[src/sv/cfr_pkg.sv]
// Shared types and constants of the frame drop/duplicate scheduler.
package cfr_pkg;

	localparam int unsigned WORD_W = 64;

	localparam logic [WORD_W-1:0] ALL_ONES = {WORD_W{1'b1}};

	typedef enum logic {
		KIND_PUSH = 1'b0,
		KIND_TICK = 1'b1
	} kind_t;

	typedef enum logic [2:0] {
		ST_OK        = 3'd0,
		ST_BAD_ARG   = 3'd1,
		ST_BAD_STATE = 3'd2,
		ST_BAD_TICK  = 3'd3,
		ST_NO_FRAME  = 3'd4,
		ST_FAILED    = 3'd5
	} status_t;

	typedef struct packed {
		logic                     kind;
		logic [WORD_W-1:0]        frame_sequence;
		logic signed [WORD_W-1:0] frame_timestamp_us;
		logic [WORD_W-1:0]        frame_surface;
		logic [WORD_W-1:0]        tick_number;
	} in_word_t;

	typedef struct packed {
		logic [2:0]               status;
		logic [WORD_W-1:0]        out_tick;
		logic [WORD_W-1:0]        out_sequence;
		logic signed [WORD_W-1:0] out_timestamp_us;
		logic [WORD_W-1:0]        out_surface;
		logic [WORD_W-1:0]        dropped_before;
		logic                     is_duplicate;
		logic [WORD_W-1:0]        source_total;
		logic [WORD_W-1:0]        output_total;
		logic [WORD_W-1:0]        dropped_total;
		logic [WORD_W-1:0]        duplicated_total;
	} out_word_t;

endpackage

[src/sv/cfr_if.sv]
// Valid/ready channel interfaces for input and result words.
interface cfr_in_if;
	logic              valid;
	logic              ready;
	cfr_pkg::in_word_t data;

	modport source (output valid, output data, input ready);
	modport sink (input valid, input data, output ready);
endinterface

interface cfr_out_if;
	logic               valid;
	logic               ready;
	cfr_pkg::out_word_t data;

	modport source (output valid, output data, input ready);
	modport sink (input valid, input data, output ready);
endinterface

[src/sv/cfr_sched_core.sv]
// Scheduler state and the per-word decision logic for pushes and ticks.
module cfr_sched_core (
	input  logic               clk,
	input  logic               arst_n,
	input  logic               en,
	input  cfr_pkg::in_word_t  word,
	output cfr_pkg::out_word_t res
);

	localparam int unsigned W = cfr_pkg::WORD_W;

	// Scheduler state.
	logic                seen_source_q;
	logic [W-1:0]        prev_src_sequence_q;
	logic signed [W-1:0] prev_src_timestamp_q;
	logic                pending_valid_q;
	logic [W-1:0]        pending_sequence_q;
	logic signed [W-1:0] pending_timestamp_q;
	logic [W-1:0]        pending_surface_q;
	logic                shown_valid_q;
	logic [W-1:0]        shown_sequence_q;
	logic signed [W-1:0] shown_timestamp_q;
	logic [W-1:0]        shown_surface_q;
	logic                seen_tick_q;
	logic [W-1:0]        prev_tick_q;
	logic [W-1:0]        dropped_pending_q;
	logic [W-1:0]        src_counter_q;
	logic [W-1:0]        out_counter_q;
	logic [W-1:0]        drop_counter_q;
	logic [W-1:0]        dup_counter_q;

	// Update strobes decided below.
	logic push_ok;
	logic push_drop;
	logic tick_rec;
	logic emit_fresh;
	logic emit_dup;
	logic push_bad;
	logic drop_full;
	logic tick_bad;
	cfr_pkg::status_t status;

	// Decide the outcome of the current word.
	always_comb begin
		push_bad = word.frame_timestamp_us[W-1]
			|| (seen_source_q && ((word.frame_sequence <= prev_src_sequence_q)
				|| (word.frame_timestamp_us < prev_src_timestamp_q)))
			|| (src_counter_q == cfr_pkg::ALL_ONES);
		drop_full = (drop_counter_q == cfr_pkg::ALL_ONES)
			|| (dropped_pending_q == cfr_pkg::ALL_ONES);
		tick_bad = seen_tick_q && (word.tick_number <= prev_tick_q);
		push_ok = 1'b0;
		push_drop = 1'b0;
		tick_rec = 1'b0;
		emit_fresh = 1'b0;
		emit_dup = 1'b0;
		status = cfr_pkg::ST_OK;
		if (word.kind == cfr_pkg::KIND_PUSH) begin
			if (push_bad) begin
				status = cfr_pkg::ST_BAD_ARG;
			end else if (pending_valid_q && drop_full) begin
				status = cfr_pkg::ST_BAD_STATE;
			end else begin
				push_ok = 1'b1;
				push_drop = pending_valid_q;
			end
		end else begin
			if (tick_bad) begin
				status = cfr_pkg::ST_BAD_TICK;
			end else begin
				tick_rec = 1'b1;
				if (!pending_valid_q && !shown_valid_q) begin
					status = cfr_pkg::ST_NO_FRAME;
				end else if (out_counter_q == cfr_pkg::ALL_ONES) begin
					status = cfr_pkg::ST_FAILED;
				end else if (pending_valid_q) begin
					emit_fresh = 1'b1;
				end else if (dup_counter_q == cfr_pkg::ALL_ONES) begin
					status = cfr_pkg::ST_FAILED;
				end else begin
					emit_dup = 1'b1;
				end
			end
		end
	end

	// Result word: frame fields only on an emitted frame, counters after update.
	always_comb begin
		res = '0;
		res.status = status;
		if (emit_fresh) begin
			res.out_tick = word.tick_number;
			res.out_sequence = pending_sequence_q;
			res.out_timestamp_us = pending_timestamp_q;
			res.out_surface = pending_surface_q;
			res.dropped_before = dropped_pending_q;
		end else if (emit_dup) begin
			res.out_tick = word.tick_number;
			res.out_sequence = shown_sequence_q;
			res.out_timestamp_us = shown_timestamp_q;
			res.out_surface = shown_surface_q;
			res.is_duplicate = 1'b1;
		end
		res.source_total = src_counter_q + W'(push_ok);
		res.output_total = out_counter_q + W'(emit_fresh || emit_dup);
		res.dropped_total = drop_counter_q + W'(push_drop);
		res.duplicated_total = dup_counter_q + W'(emit_dup);
	end

	// State update when the word is consumed.
	always_ff @(posedge clk or negedge arst_n) begin
		if (!arst_n) begin
			seen_source_q <= 1'b0;
			prev_src_sequence_q <= '0;
			prev_src_timestamp_q <= '0;
			pending_valid_q <= 1'b0;
			pending_sequence_q <= '0;
			pending_timestamp_q <= '0;
			pending_surface_q <= '0;
			shown_valid_q <= 1'b0;
			shown_sequence_q <= '0;
			shown_timestamp_q <= '0;
			shown_surface_q <= '0;
			seen_tick_q <= 1'b0;
			prev_tick_q <= '0;
			dropped_pending_q <= '0;
			src_counter_q <= '0;
			out_counter_q <= '0;
			drop_counter_q <= '0;
			dup_counter_q <= '0;
		end else if (en) begin
			if (push_ok) begin
				pending_valid_q <= 1'b1;
				pending_sequence_q <= word.frame_sequence;
				pending_timestamp_q <= word.frame_timestamp_us;
				pending_surface_q <= word.frame_surface;
				seen_source_q <= 1'b1;
				prev_src_sequence_q <= word.frame_sequence;
				prev_src_timestamp_q <= word.frame_timestamp_us;
				src_counter_q <= res.source_total;
			end
			if (push_drop) begin
				drop_counter_q <= res.dropped_total;
				dropped_pending_q <= dropped_pending_q + W'(1);
			end
			if (tick_rec) begin
				seen_tick_q <= 1'b1;
				prev_tick_q <= word.tick_number;
			end
			if (emit_fresh) begin
				shown_valid_q <= 1'b1;
				shown_sequence_q <= pending_sequence_q;
				shown_timestamp_q <= pending_timestamp_q;
				shown_surface_q <= pending_surface_q;
				pending_valid_q <= 1'b0;
				dropped_pending_q <= '0;
			end
			if (emit_fresh || emit_dup) begin
				out_counter_q <= res.output_total;
			end
			if (emit_dup) begin
				dup_counter_q <= res.duplicated_total;
			end
		end
	end

endmodule

[src/sv/cfr_frame_drop_duplicate_scheduler_unit.sv]
// Frame drop/duplicate scheduler: one result word for each input word.
// An accepted word is held in the input register, then its result in the result register.
// Throughput: one word per cycle unless the result side stalls, set by the core's state update.
// Input ready follows result ready combinationally while both registers are full.
// Reset (arst_n low) clears all counters, the pending and shown frames and both pipeline valids.
module cfr_frame_drop_duplicate_scheduler_unit (
	input logic      clk,
	input logic      arst_n,
	cfr_in_if.sink   item,
	cfr_out_if.source result
);

	logic               valid_s1;
	cfr_pkg::in_word_t  word_s1;
	logic               res_valid_q;
	cfr_pkg::out_word_t res_q;
	cfr_pkg::out_word_t res_comb;
	logic               advance;

	// The registered word moves on when the result register is free or draining.
	assign advance = valid_s1 && (!res_valid_q || result.ready);
	assign item.ready = !valid_s1 || advance;

	// Input register.
	always_ff @(posedge clk or negedge arst_n) begin
		if (!arst_n) begin
			valid_s1 <= 1'b0;
		end else if (item.ready) begin
			valid_s1 <= item.valid;
		end
	end

	always_ff @(posedge clk) begin
		if (item.ready && item.valid) begin
			word_s1 <= item.data;
		end
	end

	cfr_sched_core u_core (
		.clk    (clk),
		.arst_n (arst_n),
		.en     (advance),
		.word   (word_s1),
		.res    (res_comb)
	);

	// Result register.
	always_ff @(posedge clk or negedge arst_n) begin
		if (!arst_n) begin
			res_valid_q <= 1'b0;
		end else if (advance) begin
			res_valid_q <= 1'b1;
		end else if (result.ready) begin
			res_valid_q <= 1'b0;
		end
	end

	always_ff @(posedge clk) begin
		if (advance) begin
			res_q <= res_comb;
		end
	end

	assign result.valid = res_valid_q;
	assign result.data = res_q;

endmodule
[src/flat_wrapper.sv]
// flat-port wrapper written by rule: the top's interface ports become plain ports
module cfr_frame_drop_duplicate_scheduler_unit_flat 
  (clk, arst_n, item_valid, item_data, item_ready, result_valid, result_data, result_ready);
  cfr_in_if item_i ();
  cfr_out_if result_i ();
  input logic clk;
  input logic arst_n;
  input wire logic [$bits(item_i.valid)-1:0] item_valid;
  input wire logic [$bits(item_i.data)-1:0] item_data;
  output wire logic [$bits(item_i.ready)-1:0] item_ready;
  output wire logic [$bits(result_i.valid)-1:0] result_valid;
  output wire logic [$bits(result_i.data)-1:0] result_data;
  input wire logic [$bits(result_i.ready)-1:0] result_ready;
  assign item_i.valid = item_valid;
  assign item_i.data = item_data;
  assign item_ready = item_i.ready;
  assign result_valid = result_i.valid;
  assign result_data = result_i.data;
  assign result_i.ready = result_ready;
  cfr_frame_drop_duplicate_scheduler_unit u_core (.clk(clk), .arst_n(arst_n), .item(item_i), .result(result_i));
endmodule
[config.mk]
export PLATFORM = sky130hd
export DESIGN_NAME = cfr_frame_drop_duplicate_scheduler_unit_flat
export DESIGN_NICKNAME = d
export VERILOG_FILES = /design/src/sv/cfr_pkg.sv /design/src/sv/cfr_if.sv /design/src/sv/cfr_sched_core.sv /design/src/sv/cfr_frame_drop_duplicate_scheduler_unit.sv /design/src/flat_wrapper.sv
export SDC_FILE = /design/constraint.sdc
export NUM_CORES = 2
export LEC_CHECK = 0
export CORE_ASPECT_RATIO = 0.6
export CORE_MARGIN = 2
export CORE_UTILIZATION = 30
export CTS_CLUSTER_DIAMETER = 50
export CTS_CLUSTER_SIZE = 10
export DETAILED_ROUTE_END_ITERATION = 10
export DONT_BUFFER_PORTS = 1
export PLACE_DENSITY = 0.41
export REMOVE_ABC_BUFFERS = 1
export SLEW_MARGIN = 20
export SYNTH_ARGS = -nofsm -noshare
export SYNTH_HDL_FRONTEND = slang
export SYNTH_SLANG_ARGS = --single-unit
[constraint.sdc]
create_clock -name clk -period 58.2 [get_ports clk]
set_input_delay 11.64 -clock clk [delete_from_list [all_inputs] [get_ports clk]]
set_output_delay 11.64 -clock clk [all_outputs]
set_load 0.05 [all_outputs]
==> metrics.txt <==
# TYPE chip_impl_metric gauge
chip_impl_metric{name="dp.final_hpwl",unit="um"} 132900
chip_impl_metric{name="grt_pass1_vias",unit=""} 40100
chip_impl_metric{name="boundaryPins",unit=""} 843
chip_impl_metric{name="asyncSetResetFlopFracSynth",unit=""} 0.4804
chip_impl_metric{name="report.final.slew_viol_count",unit=""} 0
chip_impl_metric{name="worst_ep_required_time",unit="ns"} 46.56
chip_impl_metric{name="grt_first_pass_wirelength",unit="um"} 287400
chip_impl_metric{name="chipWidth",unit="um"} 616.9
chip_impl_metric{name="dr.first_iter.drc_count",unit=""} 2543
chip_impl_info{name="status",value="finished, final reports clean"} 1
chip_impl_metric{name="tightest_slew",unit="ns"} 1.128
chip_impl_metric{name="xor_and_xnor_fraction_of_the_mapped_netlist_area",unit=""} 0.06412
chip_impl_metric{name="max_stage_delay",unit="ns"} 0.50
chip_impl_metric{name="place.port_buffers",unit=""} 0
chip_impl_info{name="tritoncts",value="done"} 1
chip_impl_metric{name="setup_viol_count_final",unit=""} 0
chip_impl_info{name="synth-main-ff-cell",value="sky130_fd_sc_hd__edfxtp_1"} 1
chip_impl_metric{name="cp_data_arrival_time",unit="ns"} 12.14
chip_impl_metric{name="multi_input_comb_area",unit="sq mm"} 0.02130
chip_impl_info{name="critical_path.endpoint_type",value="output pin"} 1
chip_impl_metric{name="drive_gt1_frac",unit=""} 0.08017
chip_impl_info{name="final_cell_mix",value="sky130_fd_sc_hd__nand2_1 (930), sky130_fd_sc_hd__edfxtp_1 (837), sky130_fd_sc_hd__dfrtp_1 (774), sky130_fd_sc_hd__o21ai_0 (446), sky130_fd_sc_hd__xnor2_1 (275)"} 1
chip_impl_metric{name="finalHoldViolCount",unit=""} 0
chip_impl_metric{name="cts-htree-levels",unit=""} 4
chip_impl_info{name="critPathKind",value="primary input to output pin"} 1
chip_impl_metric{name="multiplexer_area_fraction_after_synthesis",unit=""} 0.02280
chip_impl_metric{name="post_cts_resize_count",unit=""} 0
chip_impl_info{name="grt_setup_unrepaired",value="no"} 1
chip_impl_metric{name="worst-path-stages",unit=""} 1
chip_impl_metric{name="detailroute.via_count",unit=""} 40880
chip_impl_metric{name="clock_sinks",unit=""} 1611
chip_impl_metric{name="ys_ff_latch",unit=""} 1611
chip_impl_metric{name="cts.clk_slew.worst_paths",unit="ns"} 0.06
chip_impl_metric{name="floorplan.initialDensity",unit=""} 0.3030
chip_impl_metric{name="synth-compound-area-share",unit=""} 0.06455
chip_impl_metric{name="syn-mean-instance-area",unit="sq um"} 12.29
chip_impl_metric{name="grt_usage",unit=""} 0.1690
chip_impl_metric{name="fin_skew",unit="ns"} 0.06314
chip_impl_metric{name="worstSkewPairLatency",unit="ns"} 0.84
chip_impl_metric{name="routed_wire_length_per_instance",unit="um"} 22.81
chip_impl_metric{name="clockBufferDepth",unit=""} 4
chip_impl_metric{name="path_depth_of_the_worst_reg2reg_path",unit=""} 21
chip_impl_metric{name="grt_start_max_net_pins",unit=""} 180
chip_impl_metric{name="cts-buffers-inserted",unit=""} 203
chip_impl_metric{name="worst_case_headroom_to_the_max_slew_limit",unit=""} 0.2407
chip_impl_metric{name="combinationalPowerShare",unit=""} 0.161
chip_impl_info{name="r2r_end",value="u_core.result.data[126]"} 1
chip_impl_info{name="crit_path_start",value="result_ready"} 1
chip_impl_metric{name="post-cts-setup-buffers",unit=""} 0
chip_impl_metric{name="setup-tns-final",unit="ns"} 0
chip_impl_metric{name="grt_overflow",unit=""} 0
chip_impl_metric{name="sequential_cell_area",unit="sq mm"} 0.04450
chip_impl_metric{name="critical_path.max_fanout",unit=""} 3
chip_impl_metric{name="postRouteWirelength",unit="um"} 198300
chip_impl_metric{name="netlist_area",unit="sq mm"} 0.06761
chip_impl_metric{name="area.growth.synth_to_final",unit="%"} 14.09
chip_impl_info{name="critPathTopFamily",value="simple AND/OR/NAND/NOR gates"} 1
chip_impl_metric{name="antenna_left",unit=""} 0
chip_impl_metric{name="grt_antenna_before_repair",unit=""} 62
chip_impl_metric{name="timing.final.crit_share",unit=""} 0.4087
chip_impl_metric{name="cell_internal_pwr",unit="uW"} 2336
chip_impl_metric{name="power_density",unit="mW/mm^2"} 45.26
chip_impl_metric{name="postLayoutCoreUtil",unit=""} 0.3457
chip_impl_metric{name="vias_per_cell",unit=""} 4.702
chip_impl_metric{name="power.clock.fraction",unit=""} 0.340
chip_impl_info{name="crit_path_end",value="item_ready"} 1
chip_impl_info{name="cpMaxStageDelayCell",value="sky130_fd_sc_hd__nand3b_1"} 1
chip_impl_metric{name="fp.coreArea",unit="sq mm"} 0.2232
chip_impl_info{name="crit_path_cell_trace",value="nand3b_1"} 1
chip_impl_metric{name="nets",unit=""} 5985
chip_impl_metric{name="dieHeight",unit="um"} 371.7
chip_impl_metric{name="synth_cell_type_count",unit=""} 67
chip_impl_metric{name="ctsHoldBuffers",unit=""} 0
chip_impl_metric{name="firstDrtPassIters",unit=""} 6
chip_impl_info{name="master_cell_of_the_clock_root_buffer",value="sky130_fd_sc_hd__clkbuf_16"} 1
chip_impl_metric{name="synth_edf_count",unit=""} 837
chip_impl_metric{name="p_leak",unit="uW"} 0.03156
chip_impl_metric{name="floorplan_die_area",unit="sq mm"} 0.2293
chip_impl_metric{name="timing.max_cap.violations",unit=""} 0
chip_impl_metric{name="layout_min_cycle_time",unit="ns"} 23.78
chip_impl_info{name="holdCritPathClass",value="flop to flop"} 1
chip_impl_info{name="r2r-start",value="u_core.word_s1[130]"} 1
chip_impl_metric{name="synthCells",unit=""} 5500
chip_impl_metric{name="worstPathBufferInverterCount",unit=""} 0
chip_impl_info{name="cp-start-kind",value="primary input"} 1
chip_impl_metric{name="fmaxAchievable",unit="GHz"} 0.04205
chip_impl_metric{name="post_synth_and_or_nand_nor_area_fraction",unit=""} 0.1254
chip_impl_info{name="combinational_family_with_the_most_area_after_synthesis",value="simple AND/OR/NAND/NOR gates"} 1
chip_impl_metric{name="power.ir.vdd_worst",unit="mV"} 0.02373
chip_impl_metric{name="filler_cell_count",unit=""} 21990
chip_impl_metric{name="placement_rows",unit=""} 134
chip_impl_metric{name="netSwitchingPower",unit="uW"} 1155
chip_impl_metric{name="gpl.final_weighted_congestion",unit=""} 0.7784
chip_impl_info{name="most_common_cell_after_layout_fill_and_taps_aside",value="sky130_fd_sc_hd__nand2_1"} 1
chip_impl_metric{name="power_frac_seq",unit=""} 0.499
chip_impl_metric{name="route.detailed.drc",unit=""} 0
chip_impl_metric{name="yosys_warnings",unit=""} 0
chip_impl_metric{name="synth-seq-area-share",unit=""} 0.6582
chip_impl_metric{name="reg2reg_slack",unit="ns"} 50.18
chip_impl_metric{name="synth-adder-area-share",unit=""} 0.03701
chip_impl_metric{name="power_switching_share",unit=""} 0.3309
[power groups by stage]
stage	registers, uW	clock network [uW]	logic, uW
final	1740	1190	561
after global placement	1760	0	551
after CTS	1750	1230	574
after global routing	1770	1280	650
after floorplan	1730	0	396
after detailed placement	1770	0	571
[state kept, by name, indices dropped and copies added, names as in the netlist]
signal                             flops
u_core.word_s1                       257
u_core.u_core.seen_source_q            1
u_core.result.valid                    1
u_core.u_core.out_counter_q           64
u_core.u_core.shown_sequence_q        64
u_core.u_core.dropped_pending_q       64
u_core.valid_s1                        1
u_core.u_core.shown_surface_q         64
u_core.u_core.dup_counter_q           64
u_core.u_core.shown_valid_q            1
u_core.u_core.pending_surface_q       64
u_core.u_core.drop_counter_q          64
u_core.u_core.prev_tick_q             64
u_core.result.data                   580
u_core.u_core.pending_timestamp_q     64
u_core.u_core.pending_valid_q          1
u_core.u_core.pending_sequence_q      64
u_core.u_core.src_counter_q           64
u_core.u_core.shown_timestamp_q       64
u_core.u_core.seen_tick_q              1
[synthesized netlist by cell type (29+ instances only)]
library cell	n	area [sq um]
sky130_fd_sc_hd__xor2_1	220	1927
sky130_fd_sc_hd__a22o_1	66	578.1
sky130_fd_sc_hd__a31oi_1	32	200.2
sky130_fd_sc_hd__nor4_1	30	187.7
sky130_fd_sc_hd__nand4_1	120	750.7
sky130_fd_sc_hd__inv_1	228	855.8
sky130_fd_sc_hd__mux2_2	130	1464
sky130_fd_sc_hd__a21oi_1	82	410.4
sky130_fd_sc_hd__and2_1	29	181.4
sky130_fd_sc_hd__dfrtp_1	774	19370
sky130_fd_sc_hd__nor2_1	262	983.4
sky130_fd_sc_hd__ha_1	200	2502
sky130_fd_sc_hd__nand3_1	146	730.7
sky130_fd_sc_hd__edfxtp_1	837	25130
sky130_fd_sc_hd__o21ai_0	446	2232
sky130_fd_sc_hd__nand2_1	934	3506
sky130_fd_sc_hd__xnor2_1	275	2409
sky130_fd_sc_hd__clkbuf_1	134	503.0
sky130_fd_sc_hd__and3_1	123	769.5
sky130_fd_sc_hd__nor3_1	64	320.3
sky130_fd_sc_hd__buf_2	57	285.3
sky130_fd_sc_hd__nor2b_1	81	506.7
[cell families (layout without fill, tap and decap cells)]
| logic type | Yosys count | in the layout |
|---|---|---|
| AND/OR/NAND/NOR | 1859 | 1859 |
| flip-flops | 1611 | 1611 |
| AO/OA/AOI/OAI | 742 | 742 |
| XOR/XNOR | 495 | 495 |
| buffers and inverters | 457 | 645 |
| adder cells (fa/ha/maj) | 200 | 200 |
| multiplexers | 136 | 136 |
| other | 0 | 15 |
[metal layers]
metal | track usage | wire [um]
met1 | 0.2300 | 90720
met2 | 0.2673 | 91390
met3 | 0.04247 | 10580
met4 | 0.04605 | 5423
met5 | 0 | 220
[cell type report]
| cell class | instances | area share |
|---|---|---|
| antenna | 15 | 0.0004866 |
| tap | 2992 | 0.04853 |
| clock inverter | 32 | 0.005045 |
| multi-input combinational | 3432 | 0.2761 |
| timing repair buffer | 48 | 0.007234 |
| clock buffer | 337 | 0.07450 |
| sequential | 1611 | 0.5769 |
| inverter | 228 | 0.01119 |
[metrics by stage]
step / hold WS (ns) / setup WS [ns] / power (uW) / instances / cell area [sq um]
floorplan: 0.4146 / 21.56 / 2129 / 5271 / 66580
global placement: 0.4215 / 34.42 / 2315 / 8303 / 70740
global route: 0.4449 / 34.39 / 3701 / 8686 / 77120
detailed placement: 0.4206 / 34.42 / 2340 / 8308 / 70880
finish: 0.4206 / 34.42 / 3491 / 8695 / 77140
CTS: 0.4142 / 34.41 / 3555 / 8677 / 77020
[how the worst min path moves through the flow]
stage	from	to	slack (ns)	cells after the start
final	u_core.word_s1[66]	u_core.u_core.pending_surface_q[2]	0.42	2
after global routing	u_core.word_s1[66]	u_core.u_core.pending_surface_q[2]	0.44	2
after CTS	u_core.word_s1[66]	u_core.u_core.pending_surface_q[2]	0.41	2
after detailed placement	u_core.word_s1[109]	u_core.u_core.pending_surface_q[45]	0.42	2
after global placement	u_core.word_s1[81]	u_core.u_core.pending_surface_q[17]	0.42	2
after floorplan	u_core.word_s1[64]	u_core.u_core.pending_surface_q[0]	0.41	2
Power figures use the tool's default switching activity.
